File: config.mk
export PLATFORM = sky130hd
export DESIGN_NAME = gradient_orientation_histogram_top
export DESIGN_NICKNAME = d
export VERILOG_FILES = /design/src/sv/hog_pkg.sv /design/src/sv/hog_dp.sv /design/src/sv/hog_ctrl.sv /design/src/sv/gradient_orientation_histogram_top.sv
export SDC_FILE = /design/constraint.sdc
export NUM_CORES = 1
export LEC_CHECK = 0
export BUFFER_PORTS_ARGS = -buffer_cell sky130_fd_sc_hd__buf_2
export CAP_MARGIN = 0
export CORE_ASPECT_RATIO = 1.2
export CORE_UTILIZATION = 50
export CTS_CLUSTER_SIZE = 8
export DETAILED_ROUTE_END_ITERATION = 6
export PLACE_DENSITY = 0.68
export SETUP_SLACK_MARGIN = 0.5
export SYNTH_ARGS = -nofsm -noshare
export SYNTH_HDL_FRONTEND = slang
export SYNTH_SLANG_ARGS = --single-unit
export TNS_END_PERCENT = 30
File: constraint.sdc
create_clock -name clk -period 27.5 [get_ports clk]
set_input_delay 4.125 -clock clk [delete_from_list [all_inputs] [get_ports clk]]
set_output_delay 4.125 -clock clk [all_outputs]
set_load 0.05 [all_outputs]
File: src/sv/hog_pkg.sv
// Shared types and constants for the gradient orientation histogram block.
// Holds request and result payload structs and the controller/datapath command and status bundles.
// No dependencies.
`default_nettype none
package hog_pkg;

  localparam int NUM_BINS   = 8;
  localparam int BIN_W      = $clog2(NUM_BINS);
  localparam int PIX_W      = 8;
  localparam int ACC_W      = 21;
  localparam int SQ_W       = 2 * PIX_W;
  localparam int RAD_W      = SQ_W + 1 + 8;
  localparam int ROOT_W     = RAD_W + 1;
  localparam int MAG_W      = 13;
  localparam int CELL_SIDE  = 16;

  typedef struct packed {
    logic [PIX_W-1:0] left_pixel;
    logic [PIX_W-1:0] right_pixel;
    logic [PIX_W-1:0] above_pixel;
    logic [PIX_W-1:0] below_pixel;
    logic             cell_end;
  } hog_in_t;

  typedef struct packed {
    logic [ACC_W-1:0] bin_0_sum;
    logic [ACC_W-1:0] bin_1_sum;
    logic [ACC_W-1:0] bin_2_sum;
    logic [ACC_W-1:0] bin_3_sum;
    logic [ACC_W-1:0] bin_4_sum;
    logic [ACC_W-1:0] bin_5_sum;
    logic [ACC_W-1:0] bin_6_sum;
    logic [ACC_W-1:0] bin_7_sum;
  } hog_out_t;

  typedef struct packed {
    logic load;
    logic prep;
    logic step;
    logic commit;
  } hog_cmd_t;

  typedef struct packed {
    logic sqrt_last;
    logic last;
  } hog_sts_t;

endpackage
`default_nettype wire

File: src/sv/hog_dp.sv
// Datapath: gradients, octant, iterative square root and bin accumulators.
// Driven by hog_ctrl through hog_cmd_t; depends on hog_pkg.
`default_nettype none
module hog_dp (
  input  wire                logic clk,
  input  wire                logic rst_n,
  input  wire hog_pkg::hog_in_t  in_data,
  input  wire hog_pkg::hog_cmd_t cmd,
  output hog_pkg::hog_sts_t      sts,
  output hog_pkg::hog_out_t      out_data
);
  import hog_pkg::*;

  logic signed [PIX_W:0] gx, gy;
  logic [PIX_W-1:0]      ax, ay;
  logic [BIN_W-1:0]      bin_nxt;

  logic [BIN_W-1:0]  bin_r;
  logic              last_r;
  logic [SQ_W-1:0]   sq_x_r, sq_y_r;
  logic [RAD_W-1:0]  rem_r;
  logic [ROOT_W-1:0] root_r;
  logic [RAD_W-1:0]  bit_r;

  logic [ROOT_W-1:0] trial;
  logic              take;
  logic [MAG_W-1:0]  mag;
  logic [ACC_W:0]    add_sum;
  logic [ACC_W-1:0]  sat_sum;
  logic [ACC_W-1:0]  acc_r [NUM_BINS];
  logic [ACC_W-1:0]  acc_nxt [NUM_BINS];
  hog_out_t          out_r;

  function automatic logic [BIN_W-1:0] octant(
    input logic signed [PIX_W:0] dx,
    input logic signed [PIX_W:0] dy,
    input logic [PIX_W-1:0]      mx,
    input logic [PIX_W-1:0]      my
  );
    logic [BIN_W-1:0] b;
    if (dy == '0) begin
      b = dx[PIX_W] ? BIN_W'(4) : BIN_W'(0);
    end else if (!dy[PIX_W]) begin
      if (!dx[PIX_W] && dx != '0) b = (my < mx) ? BIN_W'(0) : BIN_W'(1);
      else if (dx == '0)          b = BIN_W'(2);
      else                        b = (my > mx) ? BIN_W'(2) : BIN_W'(3);
    end else begin
      if (dx[PIX_W])              b = (my < mx) ? BIN_W'(4) : BIN_W'(5);
      else if (dx == '0)          b = BIN_W'(6);
      else                        b = (my > mx) ? BIN_W'(6) : BIN_W'(7);
    end
    return b;
  endfunction

  always_comb begin
    gx = $signed({1'b0, in_data.right_pixel}) - $signed({1'b0, in_data.left_pixel});
    gy = $signed({1'b0, in_data.below_pixel}) - $signed({1'b0, in_data.above_pixel});
    ax = gx[PIX_W] ? PIX_W'(-gx) : gx[PIX_W-1:0];
    ay = gy[PIX_W] ? PIX_W'(-gy) : gy[PIX_W-1:0];
    bin_nxt = octant(gx, gy, ax, ay);
  end

  always_comb begin
    trial   = root_r + {1'b0, bit_r};
    take    = {1'b0, rem_r} >= trial;
    mag     = root_r[MAG_W-1:0] + MAG_W'({1'b0, rem_r} > root_r);
    add_sum = {1'b0, acc_r[bin_r]} + (ACC_W+1)'(mag);
    sat_sum = add_sum[ACC_W] ? {ACC_W{1'b1}} : add_sum[ACC_W-1:0];
    for (int k = 0; k < NUM_BINS; k++) begin
      acc_nxt[k] = (BIN_W'(k) == bin_r) ? sat_sum : acc_r[k];
    end
  end

  always_ff @(posedge clk) begin
    if (cmd.load) begin
      bin_r  <= bin_nxt;
      last_r <= in_data.cell_end;
      sq_x_r <= ax * ax;
      sq_y_r <= ay * ay;
    end
    if (cmd.prep) begin
      rem_r  <= {({1'b0, sq_x_r} + {1'b0, sq_y_r}), 8'd0};
      root_r <= '0;
      bit_r  <= RAD_W'(1) << (RAD_W - 1);
    end else if (cmd.step) begin
      if (take) begin
        rem_r  <= RAD_W'({1'b0, rem_r} - trial);
        root_r <= (root_r >> 1) + {1'b0, bit_r};
      end else begin
        root_r <= root_r >> 1;
      end
      bit_r <= bit_r >> 2;
    end
    if (cmd.commit && last_r) begin
      out_r <= {acc_nxt[0], acc_nxt[1], acc_nxt[2], acc_nxt[3],
                acc_nxt[4], acc_nxt[5], acc_nxt[6], acc_nxt[7]};
    end
  end

  always_ff @(posedge clk) begin
    if (!rst_n) begin
      for (int k = 0; k < NUM_BINS; k++) acc_r[k] <= '0;
    end else if (cmd.commit) begin
      for (int k = 0; k < NUM_BINS; k++) acc_r[k] <= last_r ? '0 : acc_nxt[k];
    end
  end

  assign sts.sqrt_last = (bit_r == RAD_W'(1));
  assign sts.last      = last_r;
  assign out_data      = out_r;

endmodule
`default_nettype wire

File: src/sv/hog_ctrl.sv
// Controller: sequences load, root iterations and accumulation per request.
// Owns the input stall and the result valid; depends on hog_pkg.
`default_nettype none
module hog_ctrl (
  input  wire                    logic clk,
  input  wire                    logic rst_n,
  input  wire                    logic in_valid,
  output logic                         in_stall,
  output logic                         out_valid,
  input  wire                    logic out_stall,
  input  wire hog_pkg::hog_sts_t       sts,
  output hog_pkg::hog_cmd_t            cmd
);
  import hog_pkg::*;

  localparam logic [1:0] S_IDLE = 2'd0;
  localparam logic [1:0] S_PREP = 2'd1;
  localparam logic [1:0] S_SQRT = 2'd2;
  localparam logic [1:0] S_ACC  = 2'd3;

  logic [1:0] state_r, state_nxt;
  logic       out_valid_r, out_valid_nxt;
  logic       blocked;

  always_comb begin
    blocked       = sts.last && out_valid_r && out_stall;
    cmd           = '0;
    state_nxt     = state_r;
    out_valid_nxt = out_valid_r && out_stall;
    case (state_r)
      S_IDLE: begin
        if (in_valid) begin
          cmd.load  = 1'b1;
          state_nxt = S_PREP;
        end
      end
      S_PREP: begin
        cmd.prep  = 1'b1;
        state_nxt = S_SQRT;
      end
      S_SQRT: begin
        cmd.step = 1'b1;
        if (sts.sqrt_last) state_nxt = S_ACC;
      end
      S_ACC: begin
        if (!blocked) begin
          cmd.commit = 1'b1;
          state_nxt  = S_IDLE;
          if (sts.last) out_valid_nxt = 1'b1;
        end
      end
      default: state_nxt = S_IDLE;
    endcase
  end

  always_ff @(posedge clk) begin
    if (!rst_n) begin
      state_r     <= S_IDLE;
      out_valid_r <= 1'b0;
    end else begin
      state_r     <= state_nxt;
      out_valid_r <= out_valid_nxt;
    end
  end

  assign in_stall  = (state_r != S_IDLE);
  assign out_valid = out_valid_r;

`ifndef SYNTHESIS
  a_accept_prep: assert property (@(posedge clk) disable iff (!rst_n)
    (in_valid && !in_stall) |=> (state_r == S_PREP))
    else $error("accepted request did not start root preparation");
  a_root_done: assert property (@(posedge clk) disable iff (!rst_n)
    (state_r == S_SQRT && sts.sqrt_last) |=> (state_r == S_ACC))
    else $error("root finished without accumulate");
  a_rise_from_acc: assert property (@(posedge clk) disable iff (!rst_n)
    $rose(out_valid_r) |-> ($past(state_r) == S_ACC && $past(sts.last)))
    else $error("result valid rose outside a cell-end commit");
  a_no_overwrite: assert property (@(posedge clk) disable iff (!rst_n)
    (cmd.commit && sts.last) |-> !(out_valid_r && out_stall))
    else $error("pending result overwritten");
`endif

endmodule
`default_nettype wire

File: src/sv/gradient_orientation_histogram_top.sv
// Top level of the gradient orientation histogram block.
// Instantiates hog_ctrl and hog_dp; depends on hog_pkg.
//
// Each pixel request is handled in order: capture it and form the gradients,
// octant and squares; set up the square root; run the bit-serial square root
// of the squared magnitude, scaled by 256, and add the rounded root into the
// bin accumulator. The root iteration sets the rate. On a cell's last pixel
// the eight sums go to an output register that holds them until taken;
// further pixels are accepted meanwhile, and only the next cell end waits
// for that register to drain.
`default_nettype none
module gradient_orientation_histogram_top (
  input  wire                   logic clk,
  input  wire                   logic rst_n,
  input  wire                   logic in_valid,
  output logic                        in_stall,
  input  wire hog_pkg::hog_in_t       in_data,
  output logic                        out_valid,
  input  wire                   logic out_stall,
  output hog_pkg::hog_out_t           out_data
);
  import hog_pkg::*;

  hog_cmd_t cmd;
  hog_sts_t sts;

  hog_ctrl u_ctrl (
    .clk       (clk),
    .rst_n     (rst_n),
    .in_valid  (in_valid),
    .in_stall  (in_stall),
    .out_valid (out_valid),
    .out_stall (out_stall),
    .sts       (sts),
    .cmd       (cmd)
  );

  hog_dp u_dp (
    .clk      (clk),
    .rst_n    (rst_n),
    .in_data  (in_data),
    .cmd      (cmd),
    .sts      (sts),
    .out_data (out_data)
  );

endmodule
`default_nettype wire

==> metrics.md, run 1 <==
| Metric | Value |
|---|---|
| CP endpoint kind | flop |
| Crit path DAT | 10,860 ps |
| Hold Path Stages | 2 |
| Die ar. | 0.0566 sq mm |
| R2R depth | 22 |
| Final Hold Fails | 0 |
| Rows | 94 |
| Total negative slack | 0 ps |
| Most frequent cells in the layout | edfxtp_1, nor2_1, a21oi_1 |
| Per-cell routed wire length | 18.9 um |
| Share of layout cells above drive strength 1 | 0.152 |
| CTS tree | done |
| Drt pass-1 iters | 7 |
| Synth unique cells | 87 |
| Vias/cell | 5.86 |
| Routed Antenna Nets | 0 |
| Fin nets | 3,024 |
| Detailed Place HPWL | 45.7 mm |
| Power per standard cell area | 133 mW/mm^2 |
| Clock Latency Late Sink | 630 ps |
| Ys flop type | edfxtp_1 |
| Clk pin slew, worst setup/hold paths | 60 ps |
| Net Switching | 1.82 mW |
| Commonest non-fill, non-tap cell in the layout | edfxtp_1 |
| Total global routing overflow | 0 |
| Status | finished, final reports clean |
| Num CTS Buffers | 61 |
| DRC viols | 0 |
| Fmax | 95.0 MHz |
| First-pass GRT wire length | 104 mm |
| RSZ-0062 raised after global routing | false |
| EDFF count, synth | 387 |
| Via count | 20,400 |
| Post-CTS sizing | 0 |
| Die height | 260 um |
| Hold path start | u_dp.rem_r[7] |
| Clk network pwr share | 0.168 |
| Synthesized area | 0.0278 sq mm |
| Rel. slew slack | 0.277 |
| Root buffer selected by CTS | clkbuf_16 |
| Max cap viols | 0 |
| FF+latch area | 0.0127 sq mm |
| Max IR drop VDD | 0.0785 mV |
| Slew Viols, Final | 0 |
| Antenna Cells | 0 |
| Final period util | 0.383 |
| Total Wirelength | 66.0 mm |
| Asr flop ratio synth | 0 |
| GRT Resource Usage Total | 0.231 |
| Htree depth | 2 |
| Post-Syn Nets | 2,881 |
| Post-route minimum period | 10,520 ps |
| Placed Area | 0.0293 sq mm |
| Leakage | 12.1 nW |
| Final setup violation count | 0 |
| I/O pins | 207 |
| Placeable core region | 0.0549 sq mm |
| Postcts setup bufs | 0 |
| Vias in the first global route | 20,000 |
| Multi-input gate area | 0.0139 sq mm |
| YS warnings | 0 |
| Setup crit start kind | primary input |
| R2R Path End | u_dp.out_data[148] |
| Hold_buf cts | 0 |
| Logic pwr share | 0.582 |
| Synthesis-to-finish area growth | 11.7% |
| Layout Skew | 36.2 ps |
| Hold Path Class | reg2reg |
| Max FO, Critical Path | 10 |
| R2R setup slack | 20,310 ps |
| Avg Cell Area, Syn | 10.7 sq um |
| Worst Tran Pin Value | 1080 ps |
| Sequential share of power | 0.250 |
| Crit path kind | in2reg |
| Gate Count Post-Synth | 2,593 |
| Worst Path Required | 27,840 ps |
| Cell area after layout | 0.0311 sq mm |
| FF-to-FF Start | u_dp.root_r[23] |
| Initial Util | 0.507 |
| GPL Wtd Cong | 0.888 |
| Max clock buf depth | 3 |
| Min-Delay Endpoint | u_dp.rem_r[7] |
| Internal Pwr Total | 2.31 mW |
| Initial antenna violation count | 2 |
| Sw frac | 0.441 |
| Die width | 217 um |
| Tot Pwr | 4.14 mW |
| Synth Register Bits | 440 |
| Pin count of the biggest net entering global routing | 169 |
| Port buffer count | 206 |
| Iter 0 DRT Violations | 1,411 |
| Clock tree sinks | 440 |
| Seq/Total Area, Yosys | 0.456 |
| Fillers | 4,647 |
[cell usage after synthesis, types with 17 or more instances]
cell type | n | share of area
a211oi_1 | 161 | 0.043
a21o_1 | 38 | 0.010
a21oi_1 | 232 | 0.042
a31oi_1 | 24 | 0.0054
and2_1 | 25 | 0.0056
buf_2 | 17 | 0.0031
clkbuf_1 | 98 | 0.013
dfxtp_1 | 53 | 0.038
edfxtp_1 | 387 | 0.42
fa_1 | 54 | 0.039
ha_1 | 197 | 0.089
inv_1 | 166 | 0.022
mux2_2 | 20 | 0.0081
mux2i_1 | 27 | 0.0097
mux4_2 | 42 | 0.034
nand2_1 | 148 | 0.020
nand3_1 | 35 | 0.0063
nor2_1 | 299 | 0.040
nor2b_1 | 20 | 0.0045
nor3_1 | 32 | 0.0058
o21a_1 | 23 | 0.0062
o21ai_0 | 67 | 0.012
o31ai_1 | 32 | 0.0086
xnor2_1 | 110 | 0.035
xor2_1 | 30 | 0.0094
[flip-flops by register name (all words and copies together) (netlist names), named ones only]
signal and count:
u_dp.acc_r 168, u_dp.out_data 168, u_dp.root_r 26, u_dp.rem_r 25, u_dp.sq_x_r 15, u_dp.sq_y_r 15
u_dp.bit_r 13, u_dp.bin_r 3, u_ctrl.state_r 2, u_ctrl.out_valid 1, u_dp.last_r 1
[area by class of cell]
class | instances | area share
inverter | 168 | 0.0203
tap | 720 | 0.0290
clock buffer | 96 | 0.0547
multi-input combinational | 1840 | 0.448
timing repair buffer | 225 | 0.0382
sequential | 440 | 0.408
clock inverter | 3 | 0.00177
[how the worst max path moves through the flow]
stage	end	start	slack, ps	cells past startpoint
final	u_dp.sq_x_r[15]	in_data[17]	16980	26
after global routing	u_dp.sq_x_r[15]	in_data[17]	16620	26
after CTS	u_dp.sq_x_r[15]	in_data[17]	17010	26
after detailed placement	u_dp.sq_x_r[15]	in_data[17]	16400	26
after global placement	u_dp.sq_x_r[15]	in_data[17]	16720	26
after floorplan	u_dp.out_data[0]	out_stall	14530	1
[worst max-delay path, stage by stage]
cell and delay, ps:
buf_2 90, inv_1 40, ha_1 170, inv_1 60
fa_1 400, a21o_1 170, a21oi_1 280, o21ai_0 170
a21o_1 190, a21o_1 260, nor2_1 140, xor2_1 730
nor2_1 250, fa_1 550, fa_1 560, inv_1 60
fa_1 510, fa_1 550, inv_1 40, ha_1 320
a21oi_1 210, nor2b_1 70, o21a_1 180, o31a_1 260
o41ai_1 370, xnor2_1 100
[power by group through the flow]
stage               logic, mW  clock network [mW]  registers (mW)
finish                   2.41               0.695            1.04
global route             2.67               0.733            1.05
CTS                      2.41               0.708            1.04
detailed placement       2.39                   0            1.05
global placement         2.34                   0            1.04
floorplan                1.89                   0            1.07
[metal layers]
metal / share of wire / vias to the layer above / routed length (um) / global-route usage
met5: 0.00041 / - / 27 / 0
met3: 0.057 / 151 / 3780 / 0.0354
li1: - / 9840 / - / -
met1: 0.42 / 9771 / 27400 / 0.293
met4: 0.040 / 4 / 2650 / 0.103
met2: 0.49 / 681 / 32100 / 0.389
[cell families after synthesis]
kind of cell / Yosys count / synth area share
fa+ha+maj: 251 / 0.127
flops: 440 / 0.456
buf+inv: 313 / 0.0456
xor+xnor: 141 / 0.0449
simple gates: 682 / 0.115
compound gates: 677 / 0.159
mux: 89 / 0.0518
[stage by stage]
stage                     std cells  worst slack, ps  hold WS [ps]  utilization
after CTS                      3492            17010           483        0.566
after detailed placement       3393            16400           475        0.534
after global routing           3492            16620           529        0.566
final                          3492            16980           483        0.566
after floorplan                2593            14530           453            -
after global placement         3393            16720           466        0.534
Note: power is estimated with default switching activity, not from simulation.
==> run 2: changes to the inputs <==
Settings changed: PLACE_DENSITY 0.68 to 0.71.
Clock period 27.5 ns to 9.3 ns, I/O delays scaled along.
==> metrics.md, run 2 (synthesized netlist as in run 1, its figures left out) <==
| Metric | Value |
|---|---|
| Per-cell routed wire length | 19.2 um (+1.7%) |
| Fin Hold WS | 486 ps (+3.36 ps) |
| Vias in the first global route | 20,600 (+3.2%) |
| Placeable core region | 0.0549 sq mm (unchanged) |
| RSZ-0062 raised after global routing | false |
| Final period util | 0.837 |
| Post-CTS sizing | 0 (unchanged) |
| Leakage | 12.1 nW (about the same) |
| Slowest CP cell | xor2_1 |
| Delay-heaviest family, CP | compound AO/OA/AOI/OAI gates |
| Vias/cell | 5.93 (+1.3%) |
| Die width | 217 um (unchanged) |
| Max clock buf depth | 3 (unchanged) |
| Crit path DAT | 8120 ps (-2740 ps) |
| Share of layout cells above drive strength 1 | 0.152 (+0.000447) |
| Initial antenna violation count | 1 (-1) |
| Max cap viols | 0 (unchanged) |
| Status | finished, final reports clean |
| GPL Wtd Cong | 0.873 (-1.7%) |
| Max FO, Critical Path | 10 (unchanged) |
| Slew Viols, Final | 0 (unchanged) |
| Fin nets | 3,026 (+0.066%) |
| R2R setup slack | 2000 ps (-18,310 ps) |
| Clk pin slew, worst setup/hold paths | 50 ps (about the same) |
| Hold Path Class | reg2reg |
| CP Buf/Inv Count | 7 (+2) |
| Via count | 20,700 (+1.4%) |
| Worst Path Required | 9630 ps (-18,210 ps) |
| Layout Skew | 51.3 ps (+15.0 ps) |
| Rows | 94 (unchanged) |
| Power per standard cell area | 395 mW/mm^2 (+200%) |
| Total negative slack | 0 ps (unchanged) |
| Initial Util | 0.507 (unchanged) |
| Detailed Place HPWL | 47.0 mm (+2.8%) |
| Postcts setup bufs | 0 (unchanged) |
| Synthesis-to-finish area growth | 11.8% (about the same) |
| Commonest non-fill, non-tap cell in the layout | edfxtp_1 |
| Setup crit start kind | primary input |
| Worst stage delay on the critical path | 580 ps (-150 ps) |
| Total Wirelength | 67.3 mm (+1.9%) |
| Fmax | 128 MHz |
| First-pass GRT wire length | 108 mm (+3.6%) |
| Die ar. | 0.0566 sq mm (unchanged) |
| Num CTS Buffers | 61 (unchanged) |
| Rel. slew slack | 0.176 (-0.102) |
| Crit-path most repeated cell | inv_1 |
| Hold_buf cts | 0 (unchanged) |
| I/O pins | 207 (unchanged) |
| Htree depth | 2 (unchanged) |
| Most frequent cells in the layout | edfxtp_1, nor2_1, a21oi_1 |
| Clock tree sinks | 440 (unchanged) |
| Die height | 260 um (unchanged) |
| Port buffer count | 206 (unchanged) |
| DRC viols | 0 (unchanged) |
| Clock Latency Late Sink | 640 ps (about the same) |
| CTS tree | done |
| Crit path kind | in2reg |
| Worst Tran Pin Value | 1240 ps (+152 ps) |
| Root buffer selected by CTS | clkbuf_16 |
| Final setup violation count | 0 (unchanged) |
| Max IR drop VDD | 0.295 mV (+280%) |
| Drt pass-1 iters | 5 (-2) |
| GRT Resource Usage Total | 0.237 (+0.00601) |
| Post-route minimum period | 7790 ps |
| Iter 0 DRT Violations | 1,949 (+38%) |
| CP endpoint kind | flop |
| Final Hold Fails | 0 (unchanged) |
| Routed Antenna Nets | 0 (unchanged) |
| Total global routing overflow | 0 (unchanged) |
| Pin count of the biggest net entering global routing | 106 (-37%) |
-- run 2: changes by cell type in the layout (fill, tap and decap cells not counted), sizes merged --
cell	delta
buf	+2
clkbuf	+2
clkinv	+2
diode	+1
inv	-1
-- run 2: final timing paths --
check / from / end / cells after the start
max: in_data[17] / u_dp.sq_x_r[15] / 30
max reg2reg: u_dp.root_r[23] / u_dp.out_data[127] / 22
min: u_dp.rem_r[7] / u_dp.rem_r[7] / 2
min reg2reg: u_dp.rem_r[7] / u_dp.rem_r[7] / 2
-- run 2: layout make-up --
class | instances | area, sq um
Fill cell | 4578 | 23800
Antenna cell | 1 | 2.50
Multi-Input combinational cell | 1840 | 13900
Tap cell | 720 | 901
Sequential cell | 440 | 12700
Inverter | 168 | 631
Clock inverter | 4 | 81.3
Clock buffer | 98 | 1690
Timing Repair Buffer | 227 | 1190
-- run 2: metrics by stage --
step	power (mW)	util	instance area, sq um	instances	setup slack (ps)
floorplan	8.74	-	27800	2593	1710
global placement	9.97	0.534	29300	3395	1250
detailed placement	10.2	0.534	29300	3395	990
CTS	12.3	0.566	31100	3497	1580
global route	13.2	0.566	31100	3497	1070
finish	12.3	0.566	31100	3498	1510
-- run 2: power breakdown --
part           switching [mW]  total [mW]  internal (mW)  leakage [nW]
Clock                   0.842        2.07           1.22         0.841
Combinational            4.31        7.11           2.79          7.07
Sequential              0.286        3.11           2.82          4.19
Total                    5.44        12.3           6.84          12.1
-- run 2: worst register-to-register path, stage by stage (launching register included) --
cell and delay, ps:
dfxtp_1 530, inv_1 130, ha_1 320, nand4_1 100, or4_1 530, nor2_1 270, a31oi_1 170, a31oi_1 260
ha_1 240, ha_1 220, nand3_1 90, nor3_1 520, nand2_1 140, xnor2_1 310, ha_1 340, a21o_1 240
or3_1 300, nor3_1 330, o21ai_1 290, and3_1 220, buf_4 260, nor2b_1 890, a21oi_1 310
-- run 2: routing by layer --
metal / wire [um] / GRT usage / part of all wire / up-vias
met2: 33500 / 0.414 / 0.50 / 722
met1: 28000 / 0.303 / 0.42 / 10100
met4: 1710 / 0.0706 / 0.025 / 2
met3: 3970 / 0.0343 / 0.059 / 113
met5: 13 / 0 / 0.00019 / -
li1: - / - / - / 9846
